==> src/sv/dtss_pkg.sv <==
`timescale 1ns / 1ps

package dtss_pkg;

    localparam int NUM_TIERS    = 6;
    localparam int REG_COUNT    = 6;
    localparam int USABLE_TIERS = (NUM_TIERS > REG_COUNT) ? REG_COUNT : NUM_TIERS;
    localparam int RESET_TIER_I = (3 > USABLE_TIERS - 1) ? USABLE_TIERS - 1 : 3;

    localparam int TIER_W  = 3;
    localparam int POINT_W = 14;
    localparam int ACT_W   = 4;
    localparam int VAL_W   = 4;
    localparam int VDDD_W  = 3;
    localparam int VDDIG_W = 4;
    localparam int CKSEL_W = 2;
    localparam int DIV_W   = 4;

    typedef logic [TIER_W-1:0]  tier_t;
    typedef logic [POINT_W-1:0] point_t;
    typedef logic [VAL_W-1:0]   value_t;
    typedef logic [VDDD_W-1:0]  vddd_t;
    typedef logic [VDDIG_W-1:0] vddig_t;
    typedef logic [CKSEL_W-1:0] cksel_t;
    typedef logic [DIV_W-1:0]   div_t;

    typedef enum logic [ACT_W-1:0] {
        ACT_VDDD    = 4'd0,
        ACT_VDDIG   = 4'd1,
        ACT_CLKDIV  = 4'd2,
        ACT_CKSEL   = 4'd3,
        ACT_CPU0    = 4'd4,
        ACT_CPU1    = 4'd5,
        ACT_CPU2    = 4'd6,
        ACT_BARRIER = 4'd7,
        ACT_TICK    = 4'd8,
        ACT_STATUS  = 4'd9
    } action_t;

    localparam tier_t  RESET_TIER   = tier_t'(RESET_TIER_I);
    localparam tier_t  TIER_LIMIT   = tier_t'(USABLE_TIERS);
    localparam vddd_t  RAIL_VDDD_RST  = 3'd6;
    localparam vddig_t RAIL_VDDIG_RST = 4'd12;

    localparam point_t POINT_RESET [REG_COUNT] = '{
        14'd235, 14'd14315, 14'd13803, 14'd13292, 14'd12781, 14'd8318
    };

    typedef struct packed {
        logic    load;
        logic    init_step;
        logic    step_inc;
        logic    step_dec;
        logic    emit;
        action_t act;
        logic    commit;
    } dtss_cmd_t;

    typedef struct packed {
        logic invalid;
        logic same;
        logic up;
        logic at_target;
        logic div_zero;
        logic vddd_diff;
        logic vddig_diff;
        logic out_free;
    } dtss_sts_t;

    function automatic cksel_t pt_cksel(input point_t p);
        return p[13:12];
    endfunction

    function automatic div_t pt_div(input point_t p);
        return p[11:8];
    endfunction

    function automatic logic pt_cpu0(input point_t p);
        return p[7];
    endfunction

    function automatic vddd_t pt_vddd(input point_t p);
        return p[6:4];
    endfunction

    function automatic vddig_t pt_vddig(input point_t p);
        return p[3:0];
    endfunction

endpackage

==> src/sv/dvfs_tier_step_sequencer_core.sv <==
`timescale 1ns / 1ps

// Operating-tier step sequencer. A transfer on the input carries a target tier;
// the block walks the current tier toward it one tier at a time and issues one
// write command per output transfer, then a tick-recalc command when the tier
// changed, and always a final status item with last set (error set when the
// target is not a usable tier). One request is worked at a time: input stall
// stays high from acceptance until the status item is loaded. The sequencer
// state machine visits one state per cycle while the output is not stalled;
// a rail write whose code is unchanged emits no item but its state is still
// visited. Tier point registers are written through cfg_we; the user must
// write them only while the block is idle, as the block does not enforce it.

module dvfs_tier_step_sequencer_core
    import dtss_pkg::*;
(
    input  logic        clk,
    input  logic        rst_n,
    input  logic        cfg_we,
    input  logic [2:0]  cfg_index,
    input  logic [13:0] cfg_data,
    input  logic        in_valid,
    output logic        in_stall,
    input  logic [2:0]  target_tier,
    output logic        out_valid,
    input  logic        out_stall,
    output logic [3:0]  action,
    output logic [3:0]  write_value,
    output logic [2:0]  step_tier,
    output logic        error,
    output logic [2:0]  now_tier,
    output logic        last
);

    dtss_cmd_t cmd;
    dtss_sts_t sts;

    dtss_ctrl u_ctrl (
        .clk      (clk),
        .rst_n    (rst_n),
        .in_valid (in_valid),
        .in_stall (in_stall),
        .sts      (sts),
        .cmd      (cmd)
    );

    dtss_dp u_dp (
        .clk         (clk),
        .rst_n       (rst_n),
        .cfg_we      (cfg_we),
        .cfg_index   (cfg_index),
        .cfg_data    (cfg_data),
        .target_tier (target_tier),
        .cmd         (cmd),
        .sts         (sts),
        .out_valid   (out_valid),
        .out_stall   (out_stall),
        .action      (action),
        .write_value (write_value),
        .step_tier   (step_tier),
        .error       (error),
        .now_tier    (now_tier),
        .last        (last)
    );

endmodule

==> src/sv/dtss_dp.sv <==
`timescale 1ns / 1ps

module dtss_dp
    import dtss_pkg::*;
(
    input  logic        clk,
    input  logic        rst_n,
    input  logic        cfg_we,
    input  logic [2:0]  cfg_index,
    input  point_t      cfg_data,
    input  tier_t       target_tier,
    input  dtss_cmd_t   cmd,
    output dtss_sts_t   sts,
    output logic        out_valid,
    input  logic        out_stall,
    output logic [3:0]  action,
    output logic [3:0]  write_value,
    output logic [2:0]  step_tier,
    output logic        error,
    output logic [2:0]  now_tier,
    output logic        last
);

    point_t  point_reg [REG_COUNT];
    tier_t   target_reg;
    tier_t   cur_reg;
    tier_t   step_reg;
    vddd_t   rail_vddd_reg;
    vddig_t  rail_vddig_reg;

    logic    out_valid_reg;
    logic    out_valid_next;
    action_t act_reg;
    value_t  value_reg;
    tier_t   tier_reg;
    logic    error_reg;
    tier_t   now_reg;
    logic    last_reg;

    point_t  point;
    value_t  value_next;
    tier_t   tier_next;
    logic    invalid;

    always_comb
    begin
        point = '0;
        for (int i = 0; i < REG_COUNT; i++)
        begin
            if (step_reg == tier_t'(i))
            begin
                point = point_reg[i];
            end
        end
    end

    assign invalid = (target_reg >= TIER_LIMIT);

    assign sts.invalid    = invalid;
    assign sts.same       = (target_reg == cur_reg);
    assign sts.up         = (target_reg > cur_reg);
    assign sts.at_target  = (step_reg == target_reg);
    assign sts.div_zero   = (pt_div(point) == '0);
    assign sts.vddd_diff  = (pt_vddd(point) != rail_vddd_reg);
    assign sts.vddig_diff = (pt_vddig(point) != rail_vddig_reg);
    assign sts.out_free   = !out_valid_reg || !out_stall;

    always_comb
    begin
        case (cmd.act)
            ACT_VDDD:   value_next = value_t'(pt_vddd(point));
            ACT_VDDIG:  value_next = value_t'(pt_vddig(point));
            ACT_CLKDIV: value_next = value_t'(pt_div(point));
            ACT_CKSEL:  value_next = value_t'(pt_cksel(point));
            ACT_CPU0:   value_next = value_t'(pt_cpu0(point));
            ACT_CPU1:   value_next = value_t'(1);
            ACT_CPU2:   value_next = value_t'(1);
            default:    value_next = '0;
        endcase
    end

    always_comb
    begin
        case (cmd.act)
            ACT_TICK:   tier_next = target_reg;
            ACT_STATUS: tier_next = cur_reg;
            default:    tier_next = step_reg;
        endcase
    end

    assign out_valid_next = cmd.emit || (out_valid_reg && out_stall);

    always_ff @(posedge clk or negedge rst_n)
    begin
        if (!rst_n)
        begin
            for (int i = 0; i < REG_COUNT; i++)
            begin
                point_reg[i] <= POINT_RESET[i];
            end
            cur_reg        <= RESET_TIER;
            rail_vddd_reg  <= RAIL_VDDD_RST;
            rail_vddig_reg <= RAIL_VDDIG_RST;
            out_valid_reg  <= 1'b0;
        end
        else
        begin
            for (int i = 0; i < REG_COUNT; i++)
            begin
                if (cfg_we && cfg_index == 3'(i))
                begin
                    point_reg[i] <= cfg_data;
                end
            end
            if (cmd.emit && cmd.act == ACT_VDDD)
            begin
                rail_vddd_reg <= pt_vddd(point);
            end
            if (cmd.emit && cmd.act == ACT_VDDIG)
            begin
                rail_vddig_reg <= pt_vddig(point);
            end
            if (cmd.commit)
            begin
                cur_reg <= target_reg;
            end
            out_valid_reg <= out_valid_next;
        end
    end

    always_ff @(posedge clk)
    begin
        if (cmd.load)
        begin
            target_reg <= target_tier;
        end
        if (cmd.init_step)
        begin
            step_reg <= sts.up ? cur_reg + tier_t'(1) : cur_reg - tier_t'(1);
        end
        else if (cmd.step_inc)
        begin
            step_reg <= step_reg + tier_t'(1);
        end
        else if (cmd.step_dec)
        begin
            step_reg <= step_reg - tier_t'(1);
        end
        if (cmd.emit)
        begin
            act_reg   <= cmd.act;
            value_reg <= value_next;
            tier_reg  <= tier_next;
            error_reg <= (cmd.act == ACT_STATUS) && invalid;
            now_reg   <= (cmd.act == ACT_STATUS) ? cur_reg : '0;
            last_reg  <= (cmd.act == ACT_STATUS);
        end
    end

    assign out_valid   = out_valid_reg;
    assign action      = act_reg;
    assign write_value = value_reg;
    assign step_tier   = tier_reg;
    assign error       = error_reg;
    assign now_tier    = now_reg;
    assign last        = last_reg;

endmodule

==> src/sv/dtss_ctrl.sv <==
`timescale 1ns / 1ps

module dtss_ctrl
    import dtss_pkg::*;
(
    input  logic      clk,
    input  logic      rst_n,
    input  logic      in_valid,
    output logic      in_stall,
    input  dtss_sts_t sts,
    output dtss_cmd_t cmd
);

    typedef enum logic [20:0] {
        S_IDLE     = 21'h000001,
        S_DECIDE   = 21'h000002,
        S_UP_VDDD  = 21'h000004,
        S_UP_VDDIG = 21'h000008,
        S_UP_CPU0A = 21'h000010,
        S_UP_DIV   = 21'h000020,
        S_UP_CPU0B = 21'h000040,
        S_UP_CPU1  = 21'h000080,
        S_UP_CPU2  = 21'h000100,
        S_UP_CKSEL = 21'h000200,
        S_UP_BAR   = 21'h000400,
        S_DN_CKSEL = 21'h000800,
        S_DN_DIV   = 21'h001000,
        S_DN_CPU0  = 21'h002000,
        S_DN_CPU1  = 21'h004000,
        S_DN_CPU2  = 21'h008000,
        S_DN_BAR   = 21'h010000,
        S_DN_VDDIG = 21'h020000,
        S_DN_VDDD  = 21'h040000,
        S_TICK     = 21'h080000,
        S_STATUS   = 21'h100000
    } state_t;

    state_t  state_reg;
    state_t  state_next;
    state_t  nxt;
    action_t act;
    logic    emit_st;
    logic    cond;
    logic    leave;

    always_comb
    begin
        state_next = state_reg;
        nxt        = state_reg;
        cmd        = '0;
        cmd.act    = ACT_STATUS;
        act        = ACT_STATUS;
        in_stall   = 1'b1;
        emit_st    = 1'b1;
        cond       = 1'b1;
        leave      = 1'b0;
        case (state_reg)
            S_IDLE:
            begin
                emit_st  = 1'b0;
                in_stall = 1'b0;
                if (in_valid)
                begin
                    cmd.load   = 1'b1;
                    state_next = S_DECIDE;
                end
            end
            S_DECIDE:
            begin
                emit_st = 1'b0;
                if (sts.invalid || sts.same)
                begin
                    state_next = S_STATUS;
                end
                else
                begin
                    cmd.init_step = 1'b1;
                    state_next    = sts.up ? S_UP_VDDD : S_DN_CKSEL;
                end
            end
            S_UP_VDDD:
            begin
                act  = ACT_VDDD;
                cond = sts.vddd_diff;
                nxt  = S_UP_VDDIG;
            end
            S_UP_VDDIG:
            begin
                act  = ACT_VDDIG;
                cond = sts.vddig_diff;
                nxt  = S_UP_CPU0A;
            end
            S_UP_CPU0A:
            begin
                act  = ACT_CPU0;
                cond = sts.div_zero;
                nxt  = S_UP_DIV;
            end
            S_UP_DIV:
            begin
                act = ACT_CLKDIV;
                nxt = S_UP_CPU0B;
            end
            S_UP_CPU0B:
            begin
                act  = ACT_CPU0;
                cond = !sts.div_zero;
                nxt  = S_UP_CPU1;
            end
            S_UP_CPU1:
            begin
                act = ACT_CPU1;
                nxt = S_UP_CPU2;
            end
            S_UP_CPU2:
            begin
                act = ACT_CPU2;
                nxt = S_UP_CKSEL;
            end
            S_UP_CKSEL:
            begin
                act = ACT_CKSEL;
                nxt = S_UP_BAR;
            end
            S_UP_BAR:
            begin
                act = ACT_BARRIER;
                nxt = sts.at_target ? S_TICK : S_UP_VDDD;
            end
            S_DN_CKSEL:
            begin
                act = ACT_CKSEL;
                nxt = S_DN_DIV;
            end
            S_DN_DIV:
            begin
                act = ACT_CLKDIV;
                nxt = S_DN_CPU0;
            end
            S_DN_CPU0:
            begin
                act = ACT_CPU0;
                nxt = S_DN_CPU1;
            end
            S_DN_CPU1:
            begin
                act = ACT_CPU1;
                nxt = S_DN_CPU2;
            end
            S_DN_CPU2:
            begin
                act = ACT_CPU2;
                nxt = S_DN_BAR;
            end
            S_DN_BAR:
            begin
                act = ACT_BARRIER;
                nxt = S_DN_VDDIG;
            end
            S_DN_VDDIG:
            begin
                act  = ACT_VDDIG;
                cond = sts.vddig_diff;
                nxt  = S_DN_VDDD;
            end
            S_DN_VDDD:
            begin
                act  = ACT_VDDD;
                cond = sts.vddd_diff;
                nxt  = sts.at_target ? S_TICK : S_DN_CKSEL;
            end
            S_TICK:
            begin
                act = ACT_TICK;
                nxt = S_STATUS;
            end
            S_STATUS:
            begin
                act = ACT_STATUS;
                nxt = S_IDLE;
            end
            default:
            begin
                emit_st    = 1'b0;
                state_next = S_IDLE;
            end
        endcase

        if (emit_st)
        begin
            if (!cond)
            begin
                state_next = nxt;
                leave      = 1'b1;
            end
            else if (sts.out_free)
            begin
                cmd.emit   = 1'b1;
                cmd.act    = act;
                state_next = nxt;
                leave      = 1'b1;
            end
        end

        cmd.step_inc = leave && (state_reg == S_UP_BAR) && !sts.at_target;
        cmd.step_dec = leave && (state_reg == S_DN_VDDD) && !sts.at_target;
        cmd.commit   = cmd.emit && (state_reg == S_TICK);
    end

    always_ff @(posedge clk or negedge rst_n)
    begin
        if (!rst_n)
        begin
            state_reg <= S_IDLE;
        end
        else
        begin
            state_reg <= state_next;
        end
    end

endmodule

==> config.mk <==
export PLATFORM = sky130hd
export DESIGN_NAME = dvfs_tier_step_sequencer_core
export DESIGN_NICKNAME = d
export VERILOG_FILES = /design/src/sv/dtss_pkg.sv /design/src/sv/dvfs_tier_step_sequencer_core.sv /design/src/sv/dtss_dp.sv /design/src/sv/dtss_ctrl.sv
export SDC_FILE = /design/constraint.sdc
export NUM_CORES = 1
export LEC_CHECK = 0
export BUFFER_PORTS_ARGS = -buffer_cell sky130_fd_sc_hd__buf_2
export CORE_UTILIZATION = 55
export DETAILED_ROUTE_END_ITERATION = 8
export GPL_ROUTABILITY_DRIVEN = 0
export PLACE_DENSITY = 0.85
export SETUP_SLACK_MARGIN = 0.05
export SLEW_MARGIN = 40
export SYNTH_ARGS = -nofsm -noshare
export SYNTH_HDL_FRONTEND = slang
export SYNTH_SLANG_ARGS = --single-unit
export TNS_END_PERCENT = 30
==> constraint.sdc <==
create_clock -name clk -period 5.2 [get_ports clk]
set_clock_uncertainty 0.2 [all_clocks]
set_input_delay 0.26 -clock clk [delete_from_list [all_inputs] [get_ports clk]]
set_output_delay 0.26 -clock clk [all_outputs]
set_load 0.01 [all_outputs]
# == Word-level counts from Yosys, hierarchy flattened ==
# Cells that the tools add are included.
# word_totals
output_inout_bits,18
regBits,138
# classes
add_sub_neg,4
eq_ne,43
mux,36
n_reduce_logical,37
order_cmp,2
# op_table
cell,n
one-hot mux 21 bit (19 select lines),1
two-way mux 21 bit,5
two-way mux 14 bit,6
one-hot mux 21 bit (3 select lines),1
two-way mux 20 bit,2
one-hot mux 4 bit (9 select lines),1
one-hot mux 4 bit (6 select lines),1
equality test 21 x 1 -> 1 bit (second input constant),1
equality test 21 x 10 -> 1 bit (second input constant),1
equality test 21 x 11 -> 1 bit (second input constant),1
equality test 21 x 12 -> 1 bit (second input constant),1
equality test 21 x 13 -> 1 bit (second input constant),1
equality test 21 x 14 -> 1 bit (second input constant),1
equality test 21 x 15 -> 1 bit (second input constant),1
equality test 21 x 16 -> 1 bit (second input constant),1
equality test 21 x 17 -> 1 bit (second input constant),1
equality test 21 x 18 -> 1 bit (second input constant),1
equality test 21 x 19 -> 1 bit (second input constant),1
equality test 21 x 2 -> 1 bit (second input constant),1
equality test 21 x 20 -> 1 bit (second input constant),1
equality test 21 bit (second input constant),1
equality test 21 x 3 -> 1 bit (second input constant),1
equality test 21 x 4 -> 1 bit (second input constant),1
equality test 21 x 5 -> 1 bit (second input constant),1
33 further kinds,88

# == Longest topological paths before layout ==
# Gate-level depths: netlist of run 1.
# logic_depth
depth_word,17
depth_mapped,16
depth_no_buf,11

# == Cells and area by module ==
# From an unflattened synthesis of run 1, not the netlist that was laid out.
# unflattened
hier_cells,684
area_unflattened_um2,7544.7
# modules_own_cells
module,cells_per_inst,instances,area_per_inst_um2
dtss_dp,514,1,6013.3
dtss_ctrl,170,1,1531.5

# == Least setup slack after synthesis of run 1 ==
# OpenSTA, ideal clock, no wires.
# synth_timing
path_type,register to register
from,reg u_dp.step_reg[2]
to,reg u_dp.act_reg[0] (netlist: u_dp.action[0]) (enable)
required_ps,4612
setup_slack_ps,994
t_arrival_ps,3618
period_less_slack_ps,4206
stages_incl_launch_ff,14
path_buffers,3
cell_sequence,edfxtp_1 -> inv_1 -> clkbuf_1 -> ha_1 -> nor2b_1 -> buf_2 -> a32o_1 -> or4bb_1 -> nand4_1 -> nor4b_1 -> o221a_2 -> a21o_1 -> clkbuf_1 -> nor2_1
# synth_lines
element,line,text
"start, declared",dtss_dp.sv:27,tier_t step_reg;
"start signal, assigned",dtss_dp.sv:139,step_reg <= sts.up ? cur_reg + tier_t'(1) : cur_reg - tier_t'(1);
"start signal, assigned",dtss_dp.sv:143,step_reg <= step_reg + tier_t'(1);
"start signal, assigned",dtss_dp.sv:147,step_reg <= step_reg - tier_t'(1);
"end signal, assigned",dtss_dp.sv:151,act_reg <= cmd.act;
"end, declared",dtss_dp.sv:33,action_t act_reg;

# == Worst setup path in the final report of run 1 ==
# layout_timing
from,reg u_dp.step_reg[0]
to,reg u_dp.rail_vddig_reg[0]
# layout_via
elab_chain_cells,14
elab_cells_between_ends,21
classes_between,8 x eq/ne; 9 x mux; 4 x reduce/logical
# layout_lines
element,line,text
logical NOT 3 bit,dtss_dp.sv:50,if (step_reg == tier_t'(i))
two-way mux 14 bit (5 in series),dtss_dp.sv:50,
two-way mux 14 bit *,dtss_dp.sv:50,
logical NOT 4 bit,dtss_dp.sv:63,assign sts.div_zero = (pt_div(point) == '0);
logical NOT 1 bit,dtss_ctrl.sv:107,cond = !sts.div_zero;
one-hot mux 1 bit (4 select lines),dtss_ctrl.sv:57,case (state_reg)
two-way mux 5 bit,dtss_ctrl.sv:191,if (!cond)
two-way mux 5 bit,dtss_ctrl.sv:189,if (emit_st)
equality test 4 x 1 -> 1 bit,dtss_dp.sv:119,if (cmd.emit && cmd.act == ACT_VDDIG)
logical AND 1 bit,dtss_dp.sv:119,
"end signal, assigned",dtss_dp.sv:121,rail_vddig_reg <= pt_vddig(point);
"end, declared",dtss_dp.sv:29,vddig_t rail_vddig_reg;
# Every way passes the cells marked *; elsewhere a longest branch is shown, timed or not.
# A chain may end at the register's enable or synchronous reset.

==> impl_summary.log, run 1 <==
[metrics] number of buffers added by the clock tree synthesis step: 17
[metrics] synthesis-to-layout area growth: 15.4%
[metrics] count of yosys warnings during synthesis: 0
[metrics] clock transition at the registers of the reported paths: 60 ps
[metrics] power density of the placed cells: 422 mW/mm^2
[metrics] count of unique library cells instantiated by Yosys: 73
[metrics] flip-flop count of the largest register after layout: 84
[metrics] layout filler cell count: 1034
[metrics] die extent in y: 122 um
[metrics] number of placed instances with taps included: 953
[metrics] number of synthesized flops with an enable pin: 22
[metrics] relative slew slack: 47.2%
[metrics] number of diodes added for antenna fixing: 0
[metrics] maximum buffer depth of the clock tree: 2
[metrics] via density per instance: 6.31
[metrics] post-detailed-route wirelength per cell: 19.2 um
[metrics] TNS Setup: 0 ps
[metrics] post-synthesis average cell area: 10.5 sq um
[metrics] Mapped Cells: 752
[metrics] minimum clock period after layout: 4540 ps
[metrics] clock share of power: 31.0%
[metrics] setup slack of the critical path after layout: 663 ps
[metrics] number of levels the H-tree was split into: 4
[metrics] post-detailed-route count of antenna-violating nets: 0
[metrics] count of unresolved DRC violations after routing: 0
[metrics] Switching Fraction: 33.1%
[metrics] post-layout instance count excluding filler cells: 1005
[metrics] worst slack after detailed placement: 679 ps
[metrics] internal power of the cells: 0.00257 W
[metrics] count of routing violations after the opening detailed-route iteration: 658
[metrics] top area cells in the synthesized netlist: sky130_fd_sc_hd__dfstp_2 20%, sky130_fd_sc_hd__dfrtp_1 18%, sky130_fd_sc_hd__mux2_2 13%, sky130_fd_sc_hd__edfxtp_1 8.4%, sky130_fd_sc_hd__nor2_1 3.7%
[metrics] die width: 122 um
[metrics] worst vdd rail ir drop: 0.309 mV
[metrics] final core utilization: 65.4%
[metrics] biggest area consumer among synthesized cells: sky130_fd_sc_hd__dfstp_2
[metrics] portion of total power attributed to sequential cells: 40.6%
[metrics] final net count: 847
[metrics] maximum number of pins on one net before global-route repair: 63
[metrics] cell area reported after detailed placement: 0.00832 sq mm
[metrics] global-route total usage across every layer: 28.3%
[metrics] aggregate routed wire length: 19.3 mm
[metrics] Core Box Area: 0.0139 sq mm
[metrics] final non-filler cell area: 0.00911 sq mm
[metrics] final period utilization: 87.3%
[metrics] number of placement rows: 43
[metrics] vias after detailed routing: 6338
[metrics] RSZ-0062 raised after global routing: no
[metrics] max-cap check violation count: 0
[metrics] synth cell count leaders: 94 x sky130_fd_sc_hd__mux2_2, 77 x sky130_fd_sc_hd__nor2_1, 65 x sky130_fd_sc_hd__nand2_1
[metrics] startpoint type of the worst setup path: flip-flop
[metrics] Port Buffers: 42
[metrics] worst skew pair latency: 430 ps
[metrics] CP Capture Type: flip-flop
[metrics] # setup viols final: 0
[metrics] result of the run: finished, final reports clean
[metrics] Leak: 3.68 nW
[metrics] portion of the post-synthesis area used by sequential elements: 46.1%
[metrics] cell with the most instances after synthesis: sky130_fd_sc_hd__mux2_2
[metrics] Clock Sink Count: 138
[metrics] root buffer cell: sky130_fd_sc_hd__clkbuf_16
[metrics] first-pass iteration count of the detailed router: 8
[metrics] vias in the first global route: 6145
[metrics] Combinational Power Share: 28.4%
[metrics] fraction of final layout cells sized beyond drive strength 1: 32.7%
[metrics] synthesized cell area: 0.00789 sq mm
[metrics] Critical Setup Path Class: flip-flop to flip-flop
[metrics] area share of the largest cell type after synthesis: 19.6%
[metrics] post-synthesis net count: 787
[metrics] actual transition at the worst max-transition pin: 784 ps
[metrics] max frequency: 220 MHz
[metrics] detailed placer's ending HPWL: 13.3 mm
[metrics] Ports: 43
[metrics] count of final max-slew check failures: 0
[metrics] switching pwr: 0.00127 W
[metrics] effective utilization at floorplan: 56.6%
[metrics] main flop type after synthesis: sky130_fd_sc_hd__dfstp_2
[metrics] flops & latches, synth: 138
[metrics] GRT Residual Overflow: 0
[metrics] required time at the endpoint of the critical path: 5320 ps
[metrics] CP max FO: 17
[metrics] global-route wire length before repair: 32.1 mm
[metrics] HP Class: input port to async pin
[metrics] Arr. time, crit path: 4650 ps
[metrics] TritonCTS clock tree: yes
[metrics] buffers inserted by post-CTS timing repair: 0
[metrics] number of antenna violations at the first check in global routing: 0
[metrics] total die area: 0.0148 sq mm
[metrics] final hold vios: 0
[metrics] share of flip-flops with an asynchronous set or reset after synthesis: 84.1%
## cell usage in the layout (no fill, tap or decap), types with 10 or more instances in the layout
cell type,count
sky130_fd_sc_hd__nor2b_1,20
sky130_fd_sc_hd__nor2_1,76
sky130_fd_sc_hd__nand4_1,13
sky130_fd_sc_hd__a21oi_1,38
sky130_fd_sc_hd__dlygate4sd3_1,20
sky130_fd_sc_hd__edfxtp_1,22
sky130_fd_sc_hd__mux2_2,94
sky130_fd_sc_hd__buf_2,41
sky130_fd_sc_hd__o21ai_0,23
sky130_fd_sc_hd__nand2_1,65
sky130_fd_sc_hd__inv_1,14
sky130_fd_sc_hd__clkbuf_16,18
sky130_fd_sc_hd__a32o_1,10
sky130_fd_sc_hd__dfstp_2,59
sky130_fd_sc_hd__nand2b_1,10
sky130_fd_sc_hd__dfrtp_1,57
sky130_fd_sc_hd__buf_4,17
sky130_fd_sc_hd__nand3_1,18
## worst max-delay path: stages (launching register included)
cell                       delay, ps
sky130_fd_sc_hd__edfxtp_1        430
sky130_fd_sc_hd__ha_1            190
sky130_fd_sc_hd__ha_1            570
sky130_fd_sc_hd__nor2b_1         580
sky130_fd_sc_hd__a32o_1          230
sky130_fd_sc_hd__or4bb_1         480
sky130_fd_sc_hd__nand4_1         100
sky130_fd_sc_hd__nor4b_1          70
sky130_fd_sc_hd__o221a_2         300
sky130_fd_sc_hd__a21o_1          160
sky130_fd_sc_hd__buf_4           180
sky130_fd_sc_hd__nor4_2          520
sky130_fd_sc_hd__mux2_2          400
## per-layer routing
layer	routed length [um]	part of all wire [%]	GRT usage [%]
met3	1280	6.6	6.09
met1	8280	43	38.0
met2	9250	48	44.7
met5	0	0	0
met4	475	2.5	11.3
## power groups by stage
stage	sequential (W)	clock (W)	combinational (W)
finish	0.00156	0.00119	0.00109
global route	0.00159	0.00125	0.00120
CTS	0.00156	0.00120	0.00107
detailed placement	0.00157	0	0.00105
global placement	0.00156	0	0.00101
floorplan	0.00152	0	0.000781
## cell type report
class                           instances  area, sq um  area share [%]
Multi-Input combinational cell        561         4060            44.5
Sequential cell                       138         3640            39.9
Timing Repair Buffer                   80          556            6.10
Clock buffer                           20          458            5.03
Tap cell                              180          225            2.47
Clock inverter                         12          123            1.35
Inverter                               14         52.6           0.577
## through the flow
stage	hold WS, ps	total power, W
6_report	105	0.00385
4_1_cts	113	0.00383
5_1_grt	152	0.00404
3_3_place_gp	16.5	0.00257
2_1_floorplan	-236	0.00230
3_5_place_dp	27.0	0.00262
## final timing paths
| kind | from | to | slack, ps | cells past startpoint |
|---|---|---|---|---|
| min in group clk | cfg_we | u_dp.point_reg[2] | 150 | 3 |
| worst max register to register | u_dp.step_reg[0] | u_dp.rail_vddig_reg[0] | 660 | 12 |
| worst max-delay path | u_dp.step_reg[0] | u_dp.rail_vddig_reg[0] | 660 | 12 |
| worst min register to register | u_dp.point_reg[46] | u_dp.point_reg[46] | 310 | 1 |
| worst min-delay path | rst_n | u_ctrl.state_reg[10] | 100 | 2 |
| max in group asynchronous | rst_n | u_dp.point_reg[35] | 3790 | 3 |
## kinds of logic (layout without fill, tap and decap cells)
family / count (synthesis) / after routing / synth area share [%]
AO/OA/AOI/OAI: 139 / 139 / 12.4
XOR/XNOR: 14 / 14 / 1.55
adder cells (fa/ha/maj): 10 / 10 / 1.68
buffers and inverters: 53 / 126 / 2.95
flip-flops: 138 / 138 / 46.1
multiplexers: 103 / 103 / 14.6
AND/OR/NAND/NOR: 295 / 295 / 20.8
## what timing repair did
item | in CTS | in global routing
hold buffers | 20 | 0
resized for setup | 0 | 0
hold endpoints to repair | 121 | 0
Note: power is estimated with default switching activity, not from simulation.
==> run 2, diff against run 1 <==
Settings changed: CTS_BUF_LIST from default to sky130_fd_sc_hd__clkbuf_4 sky130_fd_sc_hd__clkbuf_8.
==> run 2 against run 1 <==
Net effect: wire length fell by 0.93%; via count shrank 1.5%; non-clock buffer count unchanged; critical path type unchanged; critical endpoint unchanged; largest power group unchanged.
==> impl_summary.log, run 2 (synthesis results as in run 1) <==
[metrics] result of the run: finished, final reports clean
[metrics] most frequent standard cell in the layout excluding fill and tap cells: sky130_fd_sc_hd__mux2_2
[metrics] global-route total usage across every layer: 27.7% (-0.62 points)
[metrics] Leak: 3.60 nW (-2.1%)
[metrics] Met1 Routed Length: 8.57 mm (+3.5%)
[metrics] GRT Residual Overflow: 0 (unchanged)
[metrics] library cell appearing most often on the critical path: sky130_fd_sc_hd__ha_1
[metrics] Worst Path Buf+Inv: 1 (unchanged)
[metrics] origin of the worst setup path: u_dp.step_reg[0]
[metrics] number of antenna violations at the first check in global routing: 0 (unchanged)
[metrics] maximum number of pins on one net before global-route repair: 63 (unchanged)
[metrics] count of unresolved DRC violations after routing: 0 (unchanged)
[metrics] worst vdd rail ir drop: 0.252 mV (-18%)
[metrics] max frequency: 221 MHz (+0.25%)
[metrics] CP max FO: 17 (unchanged)
[metrics] uppermost routed layer: met4
[metrics] family with the most delay on the worst path: simple AND/OR/NAND/NOR gates
[metrics] Critical-path top delay cell: sky130_fd_sc_hd__nor2b_1
[metrics] Hold Worst Slack: 71.2 ps (-33.3 ps)
[metrics] max-cap check violation count: 0 (unchanged)
[metrics] effective utilization at floorplan: 56.6% (unchanged)
[metrics] vias in the first global route: 6045 (-1.6%)
[metrics] Arr. time, crit path: 4670 ps (+20 ps)
[metrics] startpoint type of the worst setup path: flip-flop
[metrics] number of placement rows: 43 (unchanged)
[metrics] count of routing violations after the opening detailed-route iteration: 614 (-6.7%)
[metrics] met3 layer wire length in the routed design: 1.06 mm (-17%)
[metrics] worst skew pair latency: 460 ps (+30 ps)
[metrics] cells along the critical path: ha_1 > ha_1 > nor2b_1 > a32o_1 > or4bb_1 > nand4_1 > nor4b_1 > o221a_2 > a21o_1 > buf_4 > nor4_2 > mux2_2
[metrics] minimum clock period after layout: 4530 ps (-11.3 ps)
[metrics] die width: 122 um (unchanged)
[metrics] vias after detailed routing: 6246 (-1.5%)
[metrics] reg2reg start: u_dp.step_reg[0]
[metrics] commonest non-fill, non-tap cells in the layout: 94 x sky130_fd_sc_hd__mux2_2, 76 x sky130_fd_sc_hd__nor2_1, 65 x sky130_fd_sc_hd__nand2_1
[metrics] maximum buffer depth of the clock tree: 2 (unchanged)
[metrics] post-detailed-route wirelength per cell: 19.0 um (-0.93%)
[metrics] setup slack of the critical path after layout: 674 ps (+11.3 ps)
[metrics] power density of the placed cells: 397 mW/mm^2 (-6.1%)
[metrics] flip-flop count of the largest register after layout: 84 (unchanged)
[metrics] buffers inserted by post-CTS timing repair: 0 (unchanged)
[metrics] worst slack after detailed placement: 679 ps (unchanged)
[metrics] post-detailed-route count of antenna-violating nets: 0 (unchanged)
[metrics] Port Buffers: 42 (unchanged)
[metrics] final hold vios: 0 (unchanged)
[metrics] die extent in y: 122 um (unchanged)
[metrics] total die area: 0.0148 sq mm (unchanged)
[metrics] clock transition at the registers of the reported paths: 80 ps (+20 ps)
[metrics] final period utilization: 87.0% (-0.22 points)
[metrics] count of final max-slew check failures: 0 (unchanged)
[metrics] first-pass iteration count of the detailed router: 5 (-3)
[metrics] HP Class: input port to async pin
[metrics] TNS Setup: 0 ps (unchanged)
[metrics] detailed placer's ending HPWL: 13.3 mm (unchanged)
[metrics] Core Box Area: 0.0139 sq mm (unchanged)
[metrics] actual transition at the worst max-transition pin: 779 ps (-5.10 ps)
[metrics] required time at the endpoint of the critical path: 5340 ps (+20 ps)
[metrics] fraction of final layout cells sized beyond drive strength 1: 33.0% (+0.24 points)
[metrics] number of diodes added for antenna fixing: 0 (unchanged)
[metrics] Clock Sink Count: 138 (unchanged)
[metrics] number of buffers added by the clock tree synthesis step: 17 (unchanged)
[metrics] Ports: 43 (unchanged)
[metrics] synthesis-to-layout area growth: 13.1%
[metrics] CP max stage delay: 600 ps (+20 ps)
[metrics] TritonCTS clock tree: yes
[metrics] number of levels the H-tree was split into: 4 (unchanged)
[metrics] final net count: 847 (unchanged)
[metrics] Critical Setup Path Class: flip-flop to flip-flop
[metrics] root buffer cell: sky130_fd_sc_hd__clkbuf_8
[metrics] aggregate routed wire length: 19.1 mm (-0.93%)
[metrics] relative slew slack: 48.0% (+0.89 points)
[metrics] via density per instance: 6.21 (-1.5%)
[metrics] # setup viols final: 0 (unchanged)
[metrics] global-route wire length before repair: 31.5 mm (-2.1%)
[metrics] routed wire length on met2: 9.05 mm (-2.2%)
[metrics] Power, Total: 0.00354 W (-8.0%)
[metrics] RSZ-0062 raised after global routing: no
[metrics] CP Capture Type: flip-flop
==> run 2: repair_timing <==
item / in CTS / in global routing
endpoints found under the hold margin: 135 / 0
hold buffers: 20 / 0
resized for setup: 0 / 0
==> run 2: metrics by stage <==
stage	utilization, %	cells	cell area (sq um)
6_report	64.1	1005	8930
5_1_grt	64.1	1005	8930
4_1_cts	64.0	1005	8920
3_5_place_dp	59.7	953	8320
3_3_place_gp	59.4	951	8280
2_1_floorplan	-	752	7890
==> run 2: final cells by class <==
class | count | area [sq um]
timing repair buffer | 80 | 556
sequential | 138 | 3640
clock buffer | 19 | 249
fill | 1068 | 5010
tap | 180 | 225
clock inverter | 13 | 153
multi-input combinational | 561 | 4060
inverter | 14 | 52.6
==> run 2: routing by layer <==
metal | vias up | global-route usage, %
met5 | - | 0
met2 | 246 | 43.6
li1 | 2890 | -
met1 | 3063 | 37.6
met4 | 0 | 9.95
met3 | 47 | 5.95
==> run 2: report_power, final <==
| part | total [W] | internal, W | switching, W | leakage (nW) |
|---|---|---|---|---|
| clock network | 0.000893 | 0.000479 | 0.000414 | 0.197 |
| registers | 0.00156 | 0.00140 | 0.000161 | 1.54 |
| logic | 0.00109 | 0.000446 | 0.000643 | 1.86 |
==> run 2: final timing paths <==
| check | endpoint | slack [ps] | depth (start not counted) |
|---|---|---|---|
| hold reg to reg | u_dp.point_reg[74] | 310 | 1 |
| min in group clk | u_dp.point_reg[2] | 110 | 3 |
| setup reg to reg | u_dp.rail_vddig_reg[0] | 670 | 12 |
| setup / recovery | u_dp.rail_vddig_reg[0] | 670 | 12 |
| hold / removal | u_ctrl.state_reg[10] | 70 | 2 |
| max in group asynchronous | u_dp.point_reg[47] | 3830 | 3 |
==> run 3, diff against run 2 <==
Settings changed: ABC_AREA from default to 1.
==> run 3 against run 2 <==
Net effect: synthesized area shrank 5.3%; sequential cell count stayed put; wire length decreased by 7.1%; via count rose by 4.2%; non-clock buffer count down 18; largest cell class is now flip-flops and latches; critical path depth increased by 9; final cell count increased by 19%; maximum frequency rose by 9.9%; hold slack lost 30 ps; combinational power is 110% higher; count of clock-buffer cells in the layout increased by 7; sequential power grew 10%.
==> impl_summary.log, run 3 <==
[metrics] flip-flop count of the largest register after layout: 84 (unchanged)
[metrics] result of the run: finished, final reports clean
[metrics] fraction of the mapped netlist area in adder cells: 1.77% (+0.093 points)
[metrics] TNS Setup: 0 ps (unchanged)
[metrics] synthesized cell area: 0.00748 sq mm (-5.3%)
[metrics] reg2reg start: u_dp.step_reg[2]
[metrics] max frequency: 243 MHz (+9.9%)
[metrics] reg2reg path depth: 21 (+9)
[metrics] aggregate routed wire length: 17.8 mm (-7.1%)
[metrics] vias in the first global route: 6151 (+1.8%)
[metrics] number of placed instances with taps included: 1147 (+20%)
[metrics] post-detailed-route count of antenna-violating nets: 0 (unchanged)
[metrics] flops & latches, synth: 138 (unchanged)
[metrics] count of routing violations after the opening detailed-route iteration: 622 (+1.3%)
[metrics] maximum buffer depth of the clock tree: 2 (unchanged)
[metrics] portion of the post-synthesis area used by sequential elements: 48.7% (+2.6 points)
[metrics] effective utilization at floorplan: 56.5% (-0.18 points)
[metrics] synth cell count leaders: 304 x sky130_fd_sc_hd__nand2_1, 126 x sky130_fd_sc_hd__inv_1, 103 x sky130_fd_sc_hd__o21ai_0
[metrics] first-pass iteration count of the detailed router: 5 (unchanged)
[metrics] RSZ-0062 raised after global routing: no
[metrics] TritonCTS clock tree: yes
[metrics] count of unresolved DRC violations after routing: 0 (unchanged)
[metrics] area share of the largest cell type after synthesis: 20.7% (+1.1 points)
[metrics] post-detailed-route wirelength per cell: 14.8 um (-22%)
[metrics] number of levels the H-tree was split into: 4 (unchanged)
[metrics] post-synthesis average cell area: 7.83 sq um (-25%)
[metrics] count of yosys warnings during synthesis: 0 (unchanged)
[metrics] RR Endpoint: u_dp.step_reg[0]
[metrics] global-route wire length before repair: 29.5 mm (-6.2%)
[metrics] Clock Sink Count: 138 (unchanged)
[metrics] share of flip-flops with an asynchronous set or reset after synthesis: 84.1% (unchanged)
[metrics] Hold Worst Slack: 41.3 ps (-29.9 ps)
[metrics] worst skew pair latency: 460 ps (about the same)
[metrics] final period utilization: 79.2% (-7.8 points)
[metrics] number of placement rows: 42 (-2.3%)
[metrics] simple-gate share of the synthesized area: 29.0% (+8.3 points)
[metrics] required time at the endpoint of the critical path: 5160 ps (-180 ps)
[metrics] Critical Setup Path Class: flip-flop to flip-flop
[metrics] commonest non-fill, non-tap cells in the layout: 300 x sky130_fd_sc_hd__nand2_1, 126 x sky130_fd_sc_hd__inv_1, 103 x sky130_fd_sc_hd__o21ai_0
[metrics] Mapped Cells: 955 (+27%)
[metrics] biggest area consumer among synthesized cells: sky130_fd_sc_hd__dfstp_2
[metrics] number of diodes added for antenna fixing: 0 (unchanged)
[metrics] Critical-path top delay cell: sky130_fd_sc_hd__edfxtp_1
[metrics] clock transition at the registers of the reported paths: 70 ps (about the same)
[metrics] top area cells in the synthesized netlist: sky130_fd_sc_hd__dfstp_2 21%, sky130_fd_sc_hd__dfrtp_1 19%, sky130_fd_sc_hd__nand2_1 15%, sky130_fd_sc_hd__edfxtp_1 8.8%, sky130_fd_sc_hd__o21ai_0 6.9%
[metrics] via density per instance: 5.43 (-13%)
[metrics] compound-cell area share of the yosys netlist: 10.8% (-1.6 points)
[metrics] count of unique library cells instantiated by Yosys: 48 (-34%)
[metrics] total die area: 0.0141 sq mm (-5.2%)
[metrics] number of synthesized flops with an enable pin: 22 (unchanged)
[metrics] die extent in y: 119 um (-2.6%)
[metrics] number of buffers added by the clock tree synthesis step: 17 (unchanged)
[metrics] post-layout instance count excluding filler cells: 1198 (+19%)
[metrics] cells along the critical path: inv_6 > ha_1 > inv_1 > o21ai_0 > inv_1 > nand2_1 > nand2_1 > nand2_1 > nand2_1 > nand2_1 > nand2_1 > nand2_1 > inv_1 > nand2_1 > nand2_1 > nand3_4 > nand2_2 > nand2_2 > inv_2 > nand2_1 > nand3_1
[metrics] Leak: 4.22 nW (+17%)
[metrics] startpoint type of the worst setup path: flip-flop
[metrics] beginning of the worst hold path: out_stall
[metrics] synthesis-to-layout area growth: 12.2%
[metrics] library cell appearing most often on the critical path: sky130_fd_sc_hd__nand2_1
[metrics] most frequent standard cell in the layout excluding fill and tap cells: sky130_fd_sc_hd__nand2_1
[metrics] Hold Crit Endpoint: u_dp.out_valid
[metrics] # setup viols final: 0 (unchanged)
[metrics] power density of the placed cells: 581 mW/mm^2 (+47%)
[metrics] relative slew slack: 49.7% (+1.7 points)
[metrics] CP Capture Type: flip-flop
[metrics] combinational family with the most area after synthesis: simple AND/OR/NAND/NOR gates
[metrics] vias after detailed routing: 6506 (+4.2%)
[metrics] CP max FO: 23 (+6)
[metrics] count of final max-slew check failures: 0 (unchanged)
[metrics] Synth Area in XOR/XNOR: 0.586% (-0.97 points)
[metrics] global-route total usage across every layer: 26.8% (-0.93 points)
[metrics] Arr. time, crit path: 4080 ps (-590 ps)
[metrics] minimum clock period after layout: 4120 ps (-407 ps)
[metrics] root buffer cell: sky130_fd_sc_hd__clkbuf_8
[metrics] CP max stage delay: 640 ps (+40 ps)
[metrics] max-cap check violation count: 0 (unchanged)
[metrics] detailed placer's ending HPWL: 12.2 mm (-7.6%)
[metrics] cell with the most instances after synthesis: sky130_fd_sc_hd__nand2_1
[metrics] die width: 119 um (-2.6%)
[metrics] actual transition at the worst max-transition pin: 754 ps (-25.0 ps)
[metrics] final net count: 1044 (+23%)
[metrics] maximum number of pins on one net before global-route repair: 64 (+1.6%)
[metrics] Hold Path Cell Cnt: 3
[metrics] Port Buffers: 42 (unchanged)
[metrics] Ports: 43 (unchanged)
[metrics] HP Class: input port to flip-flop
[metrics] post-synthesis net count: 990 (+26%)
[metrics] worst setup slack for register-to-register paths: 1080 ps (+410 ps)
[metrics] worst vdd rail ir drop: 0.281 mV (+12%)
[metrics] family with the most delay on the worst path: simple AND/OR/NAND/NOR gates
[metrics] GRT Residual Overflow: 0 (unchanged)
[metrics] main flop type after synthesis: sky130_fd_sc_hd__dfstp_2
[metrics] mux contribution to synthesized area: 0.134% (-14 points)
[metrics] number of antenna violations at the first check in global routing: 0 (unchanged)
[metrics] final hold vios: 0 (unchanged)
[metrics] Worst Path Buf+Inv: 5 (+4)
[metrics] fraction of final layout cells sized beyond drive strength 1: 18.7% (-14 points)
[metrics] Core Box Area: 0.0132 sq mm (-5.0%)
[metrics] buffers inserted by post-CTS timing repair: 0 (unchanged)
## run 3: cell types whose count changed in the layout (fill, tap and decap cells not counted), moves of 9 or more
cell                       before  now
sky130_fd_sc_hd__a32o_1        10    0
sky130_fd_sc_hd__nand3_1       18   49
sky130_fd_sc_hd__nand2b_1      10    0
sky130_fd_sc_hd__nor2b_1       20    0
sky130_fd_sc_hd__o21ai_0       23  103
sky130_fd_sc_hd__nand4b_1       9    0
sky130_fd_sc_hd__a21oi_1       38   11
sky130_fd_sc_hd__mux2_2        94    0
sky130_fd_sc_hd__inv_1         14  126
sky130_fd_sc_hd__buf_4         17    1
sky130_fd_sc_hd__nand2_1       65  300
sky130_fd_sc_hd__or3b_1         9    0
## run 3: how the worst max path moves through the flow
stage / to / start / slack, ps / cells past startpoint
final: u_dp.step_reg[0] / u_dp.step_reg[2] / 1080 / 21
after global routing: u_dp.step_reg[0] / u_dp.step_reg[2] / 770 / 19
after CTS: u_dp.step_reg[0] / u_dp.step_reg[2] / 1190 / 21
after detailed placement: u_dp.step_reg[2] / u_dp.step_reg[2] / 1230 / 21
after global placement: u_dp.step_reg[2] / u_dp.step_reg[2] / 1360 / 19
after floorplan: u_dp.action[0] / u_dp.step_reg[2] / 2150 / 21
## run 3: metrics by stage
stage | utilization, % | setup slack [ps] | instance area [sq um] | power [W]
after global placement | 58.6 | 1360 | 7760 | 0.00386
after CTS | 63.3 | 1190 | 8380 | 0.00485
after detailed placement | 58.7 | 1230 | 7770 | 0.00392
after floorplan | - | 2150 | 7480 | 0.00340
after global routing | 63.4 | 772 | 8390 | 0.00522
final | 63.4 | 1080 | 8390 | 0.00488
## run 3: layout make-up
| cell class | instances | area, sq um |
|---|---|---|
| Clock buffer | 26 | 333 |
| Clock inverter | 6 | 83.8 |
| Fill cell | 1117 | 4850 |
| Inverter | 136 | 515 |
| Multi-Input combinational cell | 654 | 3190 |
| Sequential cell | 138 | 3640 |
| Tap cell | 176 | 220 |
| Timing Repair Buffer | 62 | 414 |
## run 3: kinds of logic (layout without fill, tap and decap cells)
| logic type | Yosys count | count (layout) |
|---|---|---|
| AOI/OAI and AO/OA | 144 | 144 |
| and+or+nand+nor | 494 | 494 |
| adders and majority gates | 10 | 10 |
| muxes | 1 | 1 |
| xor gates and xnor gates | 5 | 5 |
| buffers and inverters | 163 | 230 |
| DFF | 138 | 138 |
## run 3: where the power goes
part           internal, W  total [W]  switching (W)
Combinational     0.000675    0.00225        0.00158
Clock             0.000510   0.000910       0.000399
Sequential         0.00155    0.00172       0.000169
Total              0.00273    0.00488        0.00215
## run 3: repair_timing
item / CTS / global route
hold buffers: 19 / 0
resized for setup: 0 / 0
endpoints found under the hold margin: 110 / 0
## run 3: worst min-delay path, stage by stage
cell and delay (ps):
sky130_fd_sc_hd__buf_2 70, sky130_fd_sc_hd__nand2_1 200, sky130_fd_sc_hd__nand2_1 130
## run 3: metal layers
metal,track usage [%],wire length (um)
met1,36.2,8090
met2,41.6,8270
met3,6.03,1020
met4,11.2,378
met5,0,0
